## config.mk

```make
export PLATFORM = sky130hd
export DESIGN_NAME = http_chunked_body_decoder_flat
export DESIGN_NICKNAME = d
export VERILOG_FILES = /design/src/rtl/hchk_pkg.sv /design/src/rtl/hchk_if.sv /design/src/rtl/http_chunked_body_decoder.sv /design/src/rtl/hchk_in_reg.sv /design/src/rtl/hchk_core.sv /design/src/rtl/hchk_out_reg.sv /design/src/flat_wrapper.sv
export SDC_FILE = /design/constraint.sdc
export NUM_CORES = 1
export LEC_CHECK = 0
export BUFFER_PORTS_ARGS = -buffer_cell sky130_fd_sc_hd__clkbuf_2
export CAP_MARGIN = 20
export CORE_AREA = 3 3 181 183
export DETAILED_ROUTE_END_ITERATION = 16
export DIE_AREA = 0 0 184 186
export PLACE_DENSITY = 0.5
export SLEW_MARGIN = 20
export SYNTH_ARGS = -nofsm -noshare
export SYNTH_HDL_FRONTEND = slang
export SYNTH_HIERARCHICAL = 1
export SYNTH_SLANG_ARGS = --single-unit
export TNS_END_PERCENT = 50
```

## constraint.sdc

```tcl
create_clock -name clk_i -period 5.8 [get_ports clk_i]
set_input_delay 0.58 -clock clk_i [delete_from_list [all_inputs] [get_ports clk_i]]
set_output_delay 0.58 -clock clk_i [all_outputs]
set_load 0.005 [all_outputs]
```

## src/rtl/hchk_pkg.sv

```systemverilog
// ----------------------------------------------------------------------------
// hchk_pkg: shared types and constants for the chunked body decoder
// Byte codes, phase and result codes, payload structs and character classes.
// ----------------------------------------------------------------------------
package hchk_pkg;

  localparam int unsigned COUNT_WIDTH      = 32;
  localparam int unsigned SIZE_WIDTH       = 64;
  localparam int unsigned BYTE_COUNT_WIDTH = 32;

  localparam logic [COUNT_WIDTH-1:0] COUNT_MAX = '1;

  localparam logic [7:0] CH_CR    = 8'h0d;
  localparam logic [7:0] CH_LF    = 8'h0a;
  localparam logic [7:0] CH_SEMI  = 8'h3b;
  localparam logic [7:0] CH_COLON = 8'h3a;
  localparam logic [7:0] CH_SPACE = 8'h20;
  localparam logic [7:0] CH_TAB   = 8'h09;
  localparam logic [7:0] CH_NUL   = 8'h00;

  typedef enum logic [2:0] {
    PH_SIZE   = 3'd0,
    PH_EXT    = 3'd1,
    PH_DATA   = 3'd2,
    PH_TERM   = 3'd3,
    PH_TNAME  = 3'd4,
    PH_TVALUE = 3'd5,
    PH_DONE   = 3'd6
  } phase_e;

  typedef enum logic [1:0] {
    KIND_DATA = 2'd0,
    KIND_DONE = 2'd1,
    KIND_FAIL = 2'd2
  } kind_e;

  typedef enum logic [1:0] {
    ERR_NONE      = 2'd0,
    ERR_EARLY_END = 2'd1,
    ERR_MALFORMED = 2'd2
  } err_e;

  typedef enum logic {
    MODE_BYTE = 1'b0,
    MODE_END  = 1'b1
  } mode_e;

  typedef struct packed {
    logic       mode;
    logic [7:0] data_byte;
  } hchk_item_t;

  typedef struct packed {
    logic [1:0]                  kind;
    logic [7:0]                  body_byte;
    logic [1:0]                  error_code;
    logic [BYTE_COUNT_WIDTH-1:0] byte_count;
  } hchk_res_t;

  // Per-line scratch flags, cleared at every accepted line end but the final empty line
  typedef struct packed {
    logic digit_seen;
    logic blank_seen;
    logic bad;
    logic nonempty;
    logic pending_cr;
  } hchk_line_t;

  // Bit 4 flags a hex digit, bits 3:0 hold its value
  function automatic logic [4:0] hex_value(input logic [7:0] b);
    logic [4:0] r;
    r = 5'd0;
    if (b inside {[8'h30:8'h39]}) r = {1'b1, 4'(b - 8'h30)};
    else if (b inside {[8'h61:8'h66]}) r = {1'b1, 4'(b - 8'h57)};
    else if (b inside {[8'h41:8'h46]}) r = {1'b1, 4'(b - 8'h37)};
    return r;
  endfunction

  function automatic logic token_char(input logic [7:0] b);
    return (b inside {[8'h61:8'h7a], [8'h41:8'h5a], [8'h30:8'h39],
                      8'h21, 8'h23, 8'h24, 8'h25, 8'h26, 8'h27, 8'h2a, 8'h2b,
                      8'h2d, 8'h2e, 8'h5e, 8'h5f, 8'h60, 8'h7c, 8'h7e});
  endfunction

endpackage

```

## src/rtl/hchk_if.sv

```systemverilog
// ----------------------------------------------------------------------------
// hchk_if: item channels of the chunked body decoder
// Valid/ready channels for raw input items and decoded result items.
// ----------------------------------------------------------------------------
interface hchk_in_if;
  logic       valid;
  logic       ready;
  logic       mode;
  logic [7:0] data_byte;

  modport source (output valid, output mode, output data_byte, input ready);
  modport sink (input valid, input mode, input data_byte, output ready);
endinterface

interface hchk_out_if;
  import hchk_pkg::*;
  logic                        valid;
  logic                        ready;
  logic [1:0]                  kind;
  logic [7:0]                  body_byte;
  logic [1:0]                  error_code;
  logic [BYTE_COUNT_WIDTH-1:0] byte_count;

  modport source (output valid, output kind, output body_byte, output error_code,
                  output byte_count, input ready);
  modport sink (input valid, input kind, input body_byte, input error_code,
                input byte_count, output ready);
endinterface

```

## src/rtl/http_chunked_body_decoder.sv

```systemverilog
// ----------------------------------------------------------------------------
// An accepted input item passes the input register, then the decode step, then
// the result register before its result is valid at the output. Throughput: one
// input item per cycle while the result register has room; each byte is one
// short decode step. Both registers keep the pipe full while the sink stalls.
// Reset (rst_ni low, asynchronous) returns to the start of a chunk size line
// with both byte counters at zero; both registers come out of reset empty.
// ----------------------------------------------------------------------------
// ----------------------------------------------------------------------------
// http_chunked_body_decoder: HTTP/1.1 chunked transfer body decoder
// Passes chunk data bytes out and reports message end or framing failure.
// ----------------------------------------------------------------------------
module http_chunked_body_decoder (
  input  logic clk_i,
  input  logic rst_ni,
  hchk_in_if.sink    in_i,
  hchk_out_if.source out_o
);
  import hchk_pkg::*;

  hchk_item_t item_in;
  hchk_item_t item_q;
  logic       item_valid;
  logic       take;
  logic       out_free;
  logic       res_valid;
  hchk_res_t  res;
  hchk_res_t  res_q;

  // Pack the incoming item
  assign item_in.mode      = in_i.mode;
  assign item_in.data_byte = in_i.data_byte;

  // Advance the held item whenever the result register has room for its result
  assign take = item_valid && out_free;

  hchk_in_reg u_in_reg (
    .clk_i   (clk_i),
    .rst_ni  (rst_ni),
    .valid_i (in_i.valid),
    .ready_o (in_i.ready),
    .item_i  (item_in),
    .take_i  (take),
    .valid_o (item_valid),
    .item_o  (item_q)
  );

  // Framing state: size line, chunk data, terminator, trailer lines
  hchk_core u_core (
    .clk_i       (clk_i),
    .rst_ni      (rst_ni),
    .valid_i     (item_valid),
    .item_i      (item_q),
    .take_i      (take),
    .res_valid_o (res_valid),
    .res_o       (res)
  );

  // Hold results here; items that produce no result simply drop out
  hchk_out_reg u_out_reg (
    .clk_i   (clk_i),
    .rst_ni  (rst_ni),
    .load_i  (take && res_valid),
    .res_i   (res),
    .free_o  (out_free),
    .valid_o (out_o.valid),
    .ready_i (out_o.ready),
    .res_o   (res_q)
  );

  assign out_o.kind       = res_q.kind;
  assign out_o.body_byte  = res_q.body_byte;
  assign out_o.error_code = res_q.error_code;
  assign out_o.byte_count = res_q.byte_count;

endmodule

```

## src/rtl/hchk_in_reg.sv

```systemverilog
// ----------------------------------------------------------------------------
// hchk_in_reg: input item register
// Holds one item for the decode step; refills in the cycle it is consumed.
// ----------------------------------------------------------------------------
module hchk_in_reg (
  input  logic               clk_i,
  input  logic               rst_ni,
  input  logic               valid_i,
  output logic               ready_o,
  input  hchk_pkg::hchk_item_t item_i,
  input  logic               take_i,
  output logic               valid_o,
  output hchk_pkg::hchk_item_t item_o
);
  import hchk_pkg::*;

  logic       valid_q;
  hchk_item_t item_q;

  assign ready_o = !valid_q || take_i;
  assign valid_o = valid_q;
  assign item_o  = item_q;

  always_ff @(posedge clk_i or negedge rst_ni) begin
    if (!rst_ni) begin
      valid_q <= 1'b0;
    end else if (ready_o) begin
      valid_q <= valid_i;
    end
  end

  always_ff @(posedge clk_i) begin
    if (ready_o && valid_i) begin
      item_q <= item_i;
    end
  end

endmodule

```

## src/rtl/hchk_core.sv

```systemverilog
// ----------------------------------------------------------------------------
// hchk_core: chunked framing state and per-byte decode step
// Updates the framing state for one item and forms its result, if any.
// ----------------------------------------------------------------------------
module hchk_core (
  input  logic                 clk_i,
  input  logic                 rst_ni,
  input  logic                 valid_i,
  input  hchk_pkg::hchk_item_t item_i,
  input  logic                 take_i,
  output logic                 res_valid_o,
  output hchk_pkg::hchk_res_t  res_o
);
  import hchk_pkg::*;

  phase_e                 phase_q, phase_d;
  logic [SIZE_WIDTH-1:0]  size_q, size_d;
  hchk_line_t             line_q, line_d;
  logic [COUNT_WIDTH-1:0] consumed_q, consumed_d;
  logic [COUNT_WIDTH-1:0] boundary_q, boundary_d;

  logic [COUNT_WIDTH-1:0] cnt_inc;
  logic [4:0]             hv;
  logic [7:0]             b;
  logic                   fail_req;
  err_e                   fail_err;
  logic                   done_req;

  assign b       = item_i.data_byte;
  assign hv      = hex_value(b);
  assign cnt_inc = (consumed_q == COUNT_MAX) ? consumed_q : consumed_q + COUNT_WIDTH'(1);

  always_comb begin
    phase_d     = phase_q;
    size_d      = size_q;
    line_d      = line_q;
    consumed_d  = consumed_q;
    boundary_d  = boundary_q;
    fail_req    = 1'b0;
    fail_err    = ERR_MALFORMED;
    done_req    = 1'b0;
    res_valid_o = 1'b0;
    res_o       = '0;

    if (valid_i && phase_q != PH_DONE) begin
      if (item_i.mode == MODE_END) begin
        fail_req = 1'b1;
        fail_err = ERR_EARLY_END;
      end else begin
        consumed_d = cnt_inc;
        if (phase_q == PH_DATA) begin
          size_d = size_q - SIZE_WIDTH'(1);
          if (size_q == SIZE_WIDTH'(1)) begin
            line_d  = '0;
            phase_d = PH_TERM;
          end
          res_valid_o     = 1'b1;
          res_o.kind      = KIND_DATA;
          res_o.body_byte = b;
        end else if (line_q.pending_cr) begin
          if (b != CH_LF) begin
            fail_req = 1'b1;
          end else begin
            line_d.pending_cr = 1'b0;
            case (phase_q)
              PH_SIZE, PH_EXT: begin
                if (line_q.bad || !line_q.digit_seen) begin
                  fail_req = 1'b1;
                end else begin
                  line_d  = '0;
                  phase_d = (size_q == '0) ? PH_TNAME : PH_DATA;
                end
              end
              PH_TERM: begin
                if (line_q.nonempty) begin
                  fail_req = 1'b1;
                end else begin
                  boundary_d = cnt_inc;
                  line_d     = '0;
                  size_d     = '0;
                  phase_d    = PH_SIZE;
                end
              end
              PH_TNAME: begin
                if (line_q.nonempty) fail_req = 1'b1;
                else done_req = 1'b1;
              end
              default: begin
                if (line_q.bad) begin
                  fail_req = 1'b1;
                end else begin
                  line_d  = '0;
                  phase_d = PH_TNAME;
                end
              end
            endcase
          end
        end else if (b == CH_CR) begin
          line_d.pending_cr = 1'b1;
        end else begin
          case (phase_q)
            PH_SIZE: begin
              if (b == CH_SEMI) begin
                phase_d = PH_EXT;
              end else if (hv[4]) begin
                // Digit after a blank, or one that would push bits off the top
                if (line_q.blank_seen || size_q[SIZE_WIDTH-1 -: 4] != 4'd0) begin
                  line_d.bad = 1'b1;
                end else begin
                  size_d = {size_q[SIZE_WIDTH-5:0], hv[3:0]};
                end
                line_d.digit_seen = 1'b1;
              end else if (b == CH_SPACE || b == CH_TAB) begin
                if (!line_q.digit_seen) line_d.bad = 1'b1;
                line_d.blank_seen = 1'b1;
              end else begin
                line_d.bad = 1'b1;
              end
            end
            PH_EXT: begin
              line_d = line_q;
            end
            PH_TERM: begin
              line_d.nonempty = 1'b1;
            end
            PH_TNAME: begin
              line_d.nonempty = 1'b1;
              if (b == CH_COLON) begin
                if (!line_q.nonempty) line_d.bad = 1'b1;
                phase_d = PH_TVALUE;
              end else if (!token_char(b)) begin
                line_d.bad = 1'b1;
              end
            end
            default: begin
              if (b == CH_LF || b == CH_NUL) line_d.bad = 1'b1;
            end
          endcase
        end
      end

      if (fail_req) begin
        phase_d          = PH_DONE;
        res_valid_o      = 1'b1;
        res_o.kind       = KIND_FAIL;
        res_o.error_code = fail_err;
        res_o.byte_count = BYTE_COUNT_WIDTH'(boundary_q);
      end else if (done_req) begin
        phase_d          = PH_DONE;
        res_valid_o      = 1'b1;
        res_o.kind       = KIND_DONE;
        res_o.byte_count = BYTE_COUNT_WIDTH'(cnt_inc);
      end
    end
  end

  always_ff @(posedge clk_i or negedge rst_ni) begin
    if (!rst_ni) begin
      phase_q    <= PH_SIZE;
      size_q     <= '0;
      line_q     <= '0;
      consumed_q <= '0;
      boundary_q <= '0;
    end else if (take_i) begin
      phase_q    <= phase_d;
      size_q     <= size_d;
      line_q     <= line_d;
      consumed_q <= consumed_d;
      boundary_q <= boundary_d;
    end
  end

  a_end_result_stops: assert property (@(posedge clk_i) disable iff (!rst_ni)
    take_i && res_valid_o && res_o.kind != KIND_DATA |=> phase_q == PH_DONE)
    else $error("finished or failed result did not stop the decoder");

  a_quiet_when_done: assert property (@(posedge clk_i) disable iff (!rst_ni)
    phase_q == PH_DONE |-> !res_valid_o)
    else $error("result produced after message end");

  a_data_left: assert property (@(posedge clk_i) disable iff (!rst_ni)
    phase_q == PH_DATA |-> size_q != '0)
    else $error("chunk data phase with nothing remaining");

  a_boundary_behind: assert property (@(posedge clk_i) disable iff (!rst_ni)
    boundary_q <= consumed_q)
    else $error("chunk boundary ahead of consumed count");

  a_count_grows: assert property (@(posedge clk_i) disable iff (!rst_ni)
    1'b1 |=> consumed_q >= $past(consumed_q))
    else $error("consumed count went backward");

endmodule

```

## src/rtl/hchk_out_reg.sv

```systemverilog
// ----------------------------------------------------------------------------
// hchk_out_reg: result item register
// Holds one result until taken; accepts a new one in the same cycle.
// ----------------------------------------------------------------------------
module hchk_out_reg (
  input  logic                clk_i,
  input  logic                rst_ni,
  input  logic                load_i,
  input  hchk_pkg::hchk_res_t res_i,
  output logic                free_o,
  output logic                valid_o,
  input  logic                ready_i,
  output hchk_pkg::hchk_res_t res_o
);
  import hchk_pkg::*;

  logic      valid_q;
  hchk_res_t res_q;

  assign free_o  = !valid_q || ready_i;
  assign valid_o = valid_q;
  assign res_o   = res_q;

  always_ff @(posedge clk_i or negedge rst_ni) begin
    if (!rst_ni) begin
      valid_q <= 1'b0;
    end else if (free_o) begin
      valid_q <= load_i;
    end
  end

  always_ff @(posedge clk_i) begin
    if (free_o && load_i) begin
      res_q <= res_i;
    end
  end

endmodule

```

## src/flat_wrapper.sv

```systemverilog
// flat-port wrapper written by rule: the top's interface ports become plain ports
module http_chunked_body_decoder_flat import hchk_pkg::*;
  (clk_i, rst_ni, in_i_valid, in_i_mode, in_i_data_byte, in_i_ready, out_o_valid, out_o_kind, out_o_body_byte, out_o_error_code, out_o_byte_count, out_o_ready);
  hchk_in_if in_i_i ();
  hchk_out_if out_o_i ();
  input  logic clk_i;
  input  logic rst_ni;
  input wire logic [$bits(in_i_i.valid)-1:0] in_i_valid;
  input wire logic [$bits(in_i_i.mode)-1:0] in_i_mode;
  input wire logic [$bits(in_i_i.data_byte)-1:0] in_i_data_byte;
  output wire logic [$bits(in_i_i.ready)-1:0] in_i_ready;
  output wire logic [$bits(out_o_i.valid)-1:0] out_o_valid;
  output wire logic [$bits(out_o_i.kind)-1:0] out_o_kind;
  output wire logic [$bits(out_o_i.body_byte)-1:0] out_o_body_byte;
  output wire logic [$bits(out_o_i.error_code)-1:0] out_o_error_code;
  output wire logic [$bits(out_o_i.byte_count)-1:0] out_o_byte_count;
  input wire logic [$bits(out_o_i.ready)-1:0] out_o_ready;
  assign in_i_i.valid = in_i_valid;
  assign in_i_i.mode = in_i_mode;
  assign in_i_i.data_byte = in_i_data_byte;
  assign in_i_ready = in_i_i.ready;
  assign out_o_valid = out_o_i.valid;
  assign out_o_kind = out_o_i.kind;
  assign out_o_body_byte = out_o_i.body_byte;
  assign out_o_error_code = out_o_i.error_code;
  assign out_o_byte_count = out_o_i.byte_count;
  assign out_o_i.ready = out_o_ready;
  http_chunked_body_decoder u_core (.clk_i(clk_i), .rst_ni(rst_ni), .in_i(in_i_i), .out_o(out_o_i));
endmodule
```

# Yosys cells after proc, flatten, opt, wreduce, memory -nomap -nowiden
# Cells that the tools add are included.
[word_totals] ff_bits=191 input_bits=13 output_inout_bits=46 wordCells=219
[op_classes] add_sub_neg=5 n_lt_le_gt_ge=8 n_eq_ne=57 muxes=81 n_bitwise=5 n_reduce_logical=45
[op_table] operator="2-to-1 mux 64 bit" n=10
[op_table] operator="== test 8 x 6 -> 1 bit (second input constant)" n=13
[op_table] operator="2-to-1 mux 32 bit" n=3
[op_table] operator="== test 64 x 1 -> 1 bit (second input constant)" n=1
[op_table] operator="logical NOT 64 bit" n=1
[op_table] operator="subtractor 64 x 1 -> 64 bit (second input constant)" n=1
[op_table] operator="2-to-1 mux 5 bit" n=10
[op_table] operator="2-to-1 mux 3 bit" n=15
[op_table] operator="== test 8 x 7 -> 1 bit (second input constant)" n=5
[op_table] operator="2-to-1 mux 1 bit" n=33
[op_table] operator="adder 32 x 1 -> 32 bit (second input constant)" n=1
[op_table] operator="== test 32 bit (second input constant)" n=1
[op_table] operator="<= comparator 8 x 7 -> 1 bit (second input constant)" n=4
[op_table] operator="AND reduction 13 bit" n=2
[op_table] operator="== test 8 x 4 -> 1 bit (second input constant)" n=3
[op_table] operator="!= test 6 bit (second input constant)" n=4
[op_table] operator="!= test 3 bit (second input constant)" n=7
[op_table] operator="!= test 4 bit (second input constant)" n=5
[op_table] operator="nonzero test 18 bit" n=1
[op_table] operator="greater-or-equal comparator 8 x 7 -> 1 bit (second input constant)" n=2
[op_table] operator="AND reduction 16 bit" n=1
[op_table] operator="!= test 5 bit (second input constant)" n=3
[op_table] operator="case mux 5 bit (3 select lines)" n=1
[op_table] operator="AND reduction 14 bit" n=1
[op_table] operator="other kinds (39)" n=73

# Depth between registers and ports, before layout
[depth] depth_word=13 ltp_mapped=11 depth_no_buf=10

# Modules after synthesis
# Netlist, hierarchy kept.
[modules_own_cells] mod="hchk_core" instances=1 cells_per_inst=1086 area_each_um2=9175.0 seq_area_each_um2=3403.3
[modules_own_cells] mod="hchk_out_reg" instances=1 cells_per_inst=48 area_each_um2=1375.1 seq_area_each_um2=1346.3
[modules_own_cells] mod="hchk_in_reg" instances=1 cells_per_inst=13 area_each_um2=324.1 seq_area_each_um2=295.3
[modules_own_cells] mod="http_chunked_body_decoder" instances=1 cells_per_inst=2 area_each_um2=12.5 seq_area_each_um2=0.0

# Least setup slack after synthesis
# No wires, ideal clock.
[synth_path] path_type="register to register" start="register, netlist name u_core/u_in_reg/item_o[0]" end="register, netlist name u_core/u_out_reg/res_o[0]" setup_ns=0.360 arrival_ns=2.464 required_time_ns=5.440 path_slack_ns=2.977 path_stages_with_launch=11 n_path_buf=1 period_less_slack_ns=2.823 cell_sequence="edfxtp_1 inv_1 ha_1 and3b_1 clkbuf_1 nand2_1 nor4_1 nor3_1 a21boi_0 and3_1 and2_4"
[synth_between] elab_chain_cells=11 elab_cells_between_ends=16 cone_classes="1 x eq/ne; 13 x mux; 2 x reduce/logical"
[synth_lines] element="!= test 8 x 4 -> 1 bit (*)" line_no="hchk_core.sv:61" text="if (b != CH_LF) begin"
[synth_lines] element="2-to-1 mux 1 bit" line_no="hchk_core.sv:61"
[synth_lines] element="2-to-1 mux 1 bit" line_no="hchk_core.sv:60" text="end else if (line_q.pending_cr) begin"
[synth_lines] element="2-to-1 mux 1 bit" line_no="hchk_core.sv:51" text="if (phase_q == PH_DATA) begin"
[synth_lines] element="2-to-1 mux 1 bit" line_no="hchk_core.sv:46" text="if (item_i.mode == MODE_END) begin"
[synth_lines] element="2-to-1 mux 1 bit" line_no="hchk_core.sv:45" text="if (valid_i && phase_q != PH_DONE) begin"
[synth_lines] element="2-to-1 mux 1 bit" line_no="hchk_core.sv:148" text="end else if (done_req) begin"
[synth_lines] element="2-to-1 mux 1 bit (*)" line_no="hchk_core.sv:142" text="if (fail_req) begin"
[synth_lines] element="2-to-1 mux 1 bit (*)" line_no="hchk_core.sv:45"
[synth_lines] element="net u_core.res_valid" line_no="http_chunked_body_decoder.sv:26" text="logic res_valid;"
[synth_lines] element="logical AND 1 bit (*)" line_no="http_chunked_body_decoder.sv:63" text=".load_i (take && res_valid),"
[synth_lines] element="logical AND 1 bit (*)" line_no="hchk_out_reg.sv:33" text="if (free_o && load_i) begin"
# Mark *: on every way through the listed nets, which the timed path passes. The rest lies on a longest branch. The select of a mux whose other input is x is not followed.
# A chain may end at the register's enable or synchronous reset.

# Final worst setup path
[layout_path] start="register u_core.u_core.size_q[0]" end="register u_core.u_core.size_q[57]"
[layout_between] elab_chain_cells=2
[layout_lines] element="start: declaration" line_no="hchk_core.sv:17" text="logic [SIZE_WIDTH-1:0] size_q, size_d;"
[layout_lines] element="start signal: assignment" line_no="hchk_core.sv:166" text="size_q <= size_d;"
[layout_lines] element="subtractor 64 x 1 -> 64 bit" line_no="hchk_core.sv:52" text="size_d = size_q - SIZE_WIDTH'(1);"
[layout_lines] element="2-to-1 mux 64 bit" line_no="hchk_core.sv:51"
# Every way passes these cells.

==> out/qor.yml <==
cts:
  tritoncts: "done"
  cts.repair.resized: 0
  post-cts-setup-buffers: 0
  root_buffer: "clkbuf_16"
  insertion_delay_ns: 0.44
  clkSlewWorstSetupHoldPaths_ns: 0.08
  clock-sinks: 191
  cts_buffers: 17
  clockBufferDepth: 2
  h-tree-depth: 4
  holdBufCountCts: 0
synthesis:
  syn_area_mm2: 0.0109
  yosysTopAreaCell: "dfrtp_1"
  ys_top_cells_by_area: "dfrtp_1 32%, edfxtp_1 15%, o21ai_0 3.7%, xnor2_1 3.7%, nand2_1 3.3%"
  synth_edf_count: 53
  synthFlopType: "dfrtp_1"
  syn_avg_cell_area_um2: 9.47
  yosysWarningCount: 6
  synth_cells: 1149
  synth.yosys.seq_area_share_pct: 46.3
  ys_ff_latch: 191
  synth.distinct_cells: 78
  synthArstFlopShare_pct: 72.3
  synth_top_area_share_pct: 31.7
  syn-num-nets: 1170
global_route:
  top_usage_layer: "met2"
  grt_usage_pct: 17.5
  antenna_found_initial: 0
  grt_first_pass_wirelength_um: 49000
  met2_usage_pct: 26.8
  grt_max_degree: 87
  grt-ovfl-total: 0
  grt_use_met1_pct: 25.9
  grtUsageMet3_pct: 2.60
  grt_pass1_vias: 8910
power:
  p_switching_w: 0.00183
  intPower_w: 0.00268
  p_per_area_mw_per_mm2: 373
  max-vdd-ir-drop_mv: 0.210
  p_leak_nw: 4.57
  power_frac_seq_pct: 40.9
  swShare_pct: 40.6
  pwr-share-clk_pct: 25.3
  combPwrFrac_pct: 33.8
timing:
  fin_tns_setup_ns: 0
  slew_violations: 0
  tightest_slew_ns: 0.974
  relSlewSlack_pct: 34.5
  rsz0062_at_grt: "no"
  fin_hold_ws_ns: 0.221
  finalCritPeriodShare_pct: 60.6
  setup_viol: 0
  fmax_mhz: 284
  hold_violations: 0
  clock_skew_ns: 0.0104
  period_minus_slack_ns: 3.52
setup_path:
  slowest_delay_ns: 0.95
  r2r_cells: 6
  path_delay_family: "simple AND/OR/NAND/NOR gates"
  path_cells: "nor4_2 -> nand4_2 -> nor4b_2 -> and3_1 -> a32oi_1 -> o21ai_0"
  cp-end-kind: "flop"
  required_ns: 6.15
  worst-path-buf-inv: 0
  crit_slowest_cell: "nor4b_2"
  startpoint_type: "flop"
  crit_cells: 6
  critical_path_class: "reg2reg"
  critical_path_arrival_ns: 3.86
  cp_max_fo: 10
drt:
  vias: 9208
  drt_wl_total_um: 29400
  avgViaCountPerCell: 5.86
  wire_per_inst_um: 18.7
  drt_iter0_drc: 866
  antenna_left: 0
  post-route-drc-count: 0
  dr.pass1.iters: 6
floorplanning:
  die_width_um: 184
  core_mm2: 0.0314
  rows: 65
  start_util_pct: 34.7
  die_h_um: 186
  io_pins: 59
  fp.dieArea_mm2: 0.0342
finish:
  nFillCells: 3124
  final_cell_mix: "138 x dfrtp_1, 97 x nand2_1, 87 x nor2_1"
  drive_gt1_share_pct: 12.5
  antenna_cells: 0
  layout_commonest_cell: "dfrtp_1"
  stdcell_count: 1570
  area_growth_pct: 11.0
  final_nets: 1176
placed_design:
  dp.cells: 1538
  dp_hpwl_um: 18800
  place_congestion: 0.815
  port_buffers: 58
run:
  cap_viol_max_count: 0
min_path:
  hold_path_class: "in2async"
status:
  status: "completed"
==> cell families after synthesis <==
logic type / share of synthesized area, %
simple gates: 20.2
compound gates: 22.5
flops: 46.3
buf+inv: 4.05
xor+xnor: 5.07
mux: 0.885
fa+ha+maj: 0.919
==> metal layers <==
layer	share of wire, %	wire length (µm)	vias to the layer above
li1	-	-	4368
met1	50	14600	4541
met2	45	13200	276
met3	4.3	1260	23
met4	1.0	293	0
met5	0	0	-
==> layout make-up <==
cell class	count	area, µm²	share of cell area [%]
clock buffer	19	443	3.66
multi-input combinational	844	5460	45.2
sequential	191	5040	41.7
clock inverter	13	121	1.00
tap	402	503	4.16
inverter	28	105	0.870
timing repair buffer	73	409	3.39
==> power groups by stage <==
stage / registers (W) / logic [W] / clock network [W]
detailed placement: 0.00187 / 0.00151 / 0
global route: 0.00188 / 0.00171 / 0.00124
CTS: 0.00184 / 0.00152 / 0.00119
global placement: 0.00187 / 0.00151 / 0
finish: 0.00185 / 0.00152 / 0.00114
floorplan: 0.00178 / 0.00111 / 0
==> cells in the mapped netlist, types with 25 or more instances <==
| master | count |
|---|---|
| a21oi_1 | 36 |
| a31oi_1 | 31 |
| clkbuf_1 | 71 |
| dfrtp_1 | 138 |
| edfxtp_1 | 53 |
| inv_1 | 28 |
| nand2_1 | 97 |
| nand3_1 | 25 |
| nor2_1 | 88 |
| nor3_1 | 54 |
| o21ai_0 | 81 |
| o2bb2ai_1 | 33 |
| o31ai_1 | 44 |
| xnor2_1 | 46 |
==> worst register-to-register path: cells and delay by family (launching register included) <==
| family | cells | cell delay [ns] |
|---|---|---|
| AOI/OAI and AO/OA | 2 | 0.35 |
| DFF | 1 | 0.47 |
| and+or+nand+nor | 4 | 2.61 |
==> state kept, by name, summed over array words and instances, names as in the netlist <==
| name | flops |
|---|---|
| u_core/u_core/boundary_q | 32 |
| u_core/u_out_reg/res_o | 44 |
| u_core/u_out_reg/valid_o | 1 |
| u_core/u_core/line_q | 5 |
| u_core/u_core/phase_q | 3 |
| u_core/u_in_reg/valid_o | 1 |
| u_core/u_core/size_q | 64 |
| u_core/u_core/consumed_q | 32 |
| u_core/u_in_reg/item_o | 9 |
==> path summary, 6_finish.rpt <==
check                                                  start                           end  slack (ns)
worst max-delay path                 u_core/u_core/size_q[0]      u_core/u_core/size_q[57]        2.28
worst min-delay path                                  rst_ni      u_core/u_core/size_q[22]        0.22
worst max register to register       u_core/u_core/size_q[0]      u_core/u_core/size_q[57]        2.28
worst min register to register  u_core/u_core/boundary_q[22]  u_core/u_core/boundary_q[22]        0.48
max in group asynchronous                             rst_ni  u_core/u_core/consumed_q[23]        4.32
min in group clk_i                         in_i_data_byte[2]     u_core/u_in_reg/item_o[2]        0.32
==> per-stage QoR <==
step	instance area, µm²	utilization (%)	worst slack, ns	power [W]
3_3_place_gp	11500	36.7	2.12	0.00338
4_1_cts	12100	38.5	2.06	0.00455
5_1_grt	12100	38.5	1.98	0.00482
6_report	12100	38.5	2.28	0.00451
2_1_floorplan	10900	-	2.98	0.00288
3_5_place_dp	11500	36.7	2.04	0.00338
Note: power is estimated with default switching activity, not from simulation.
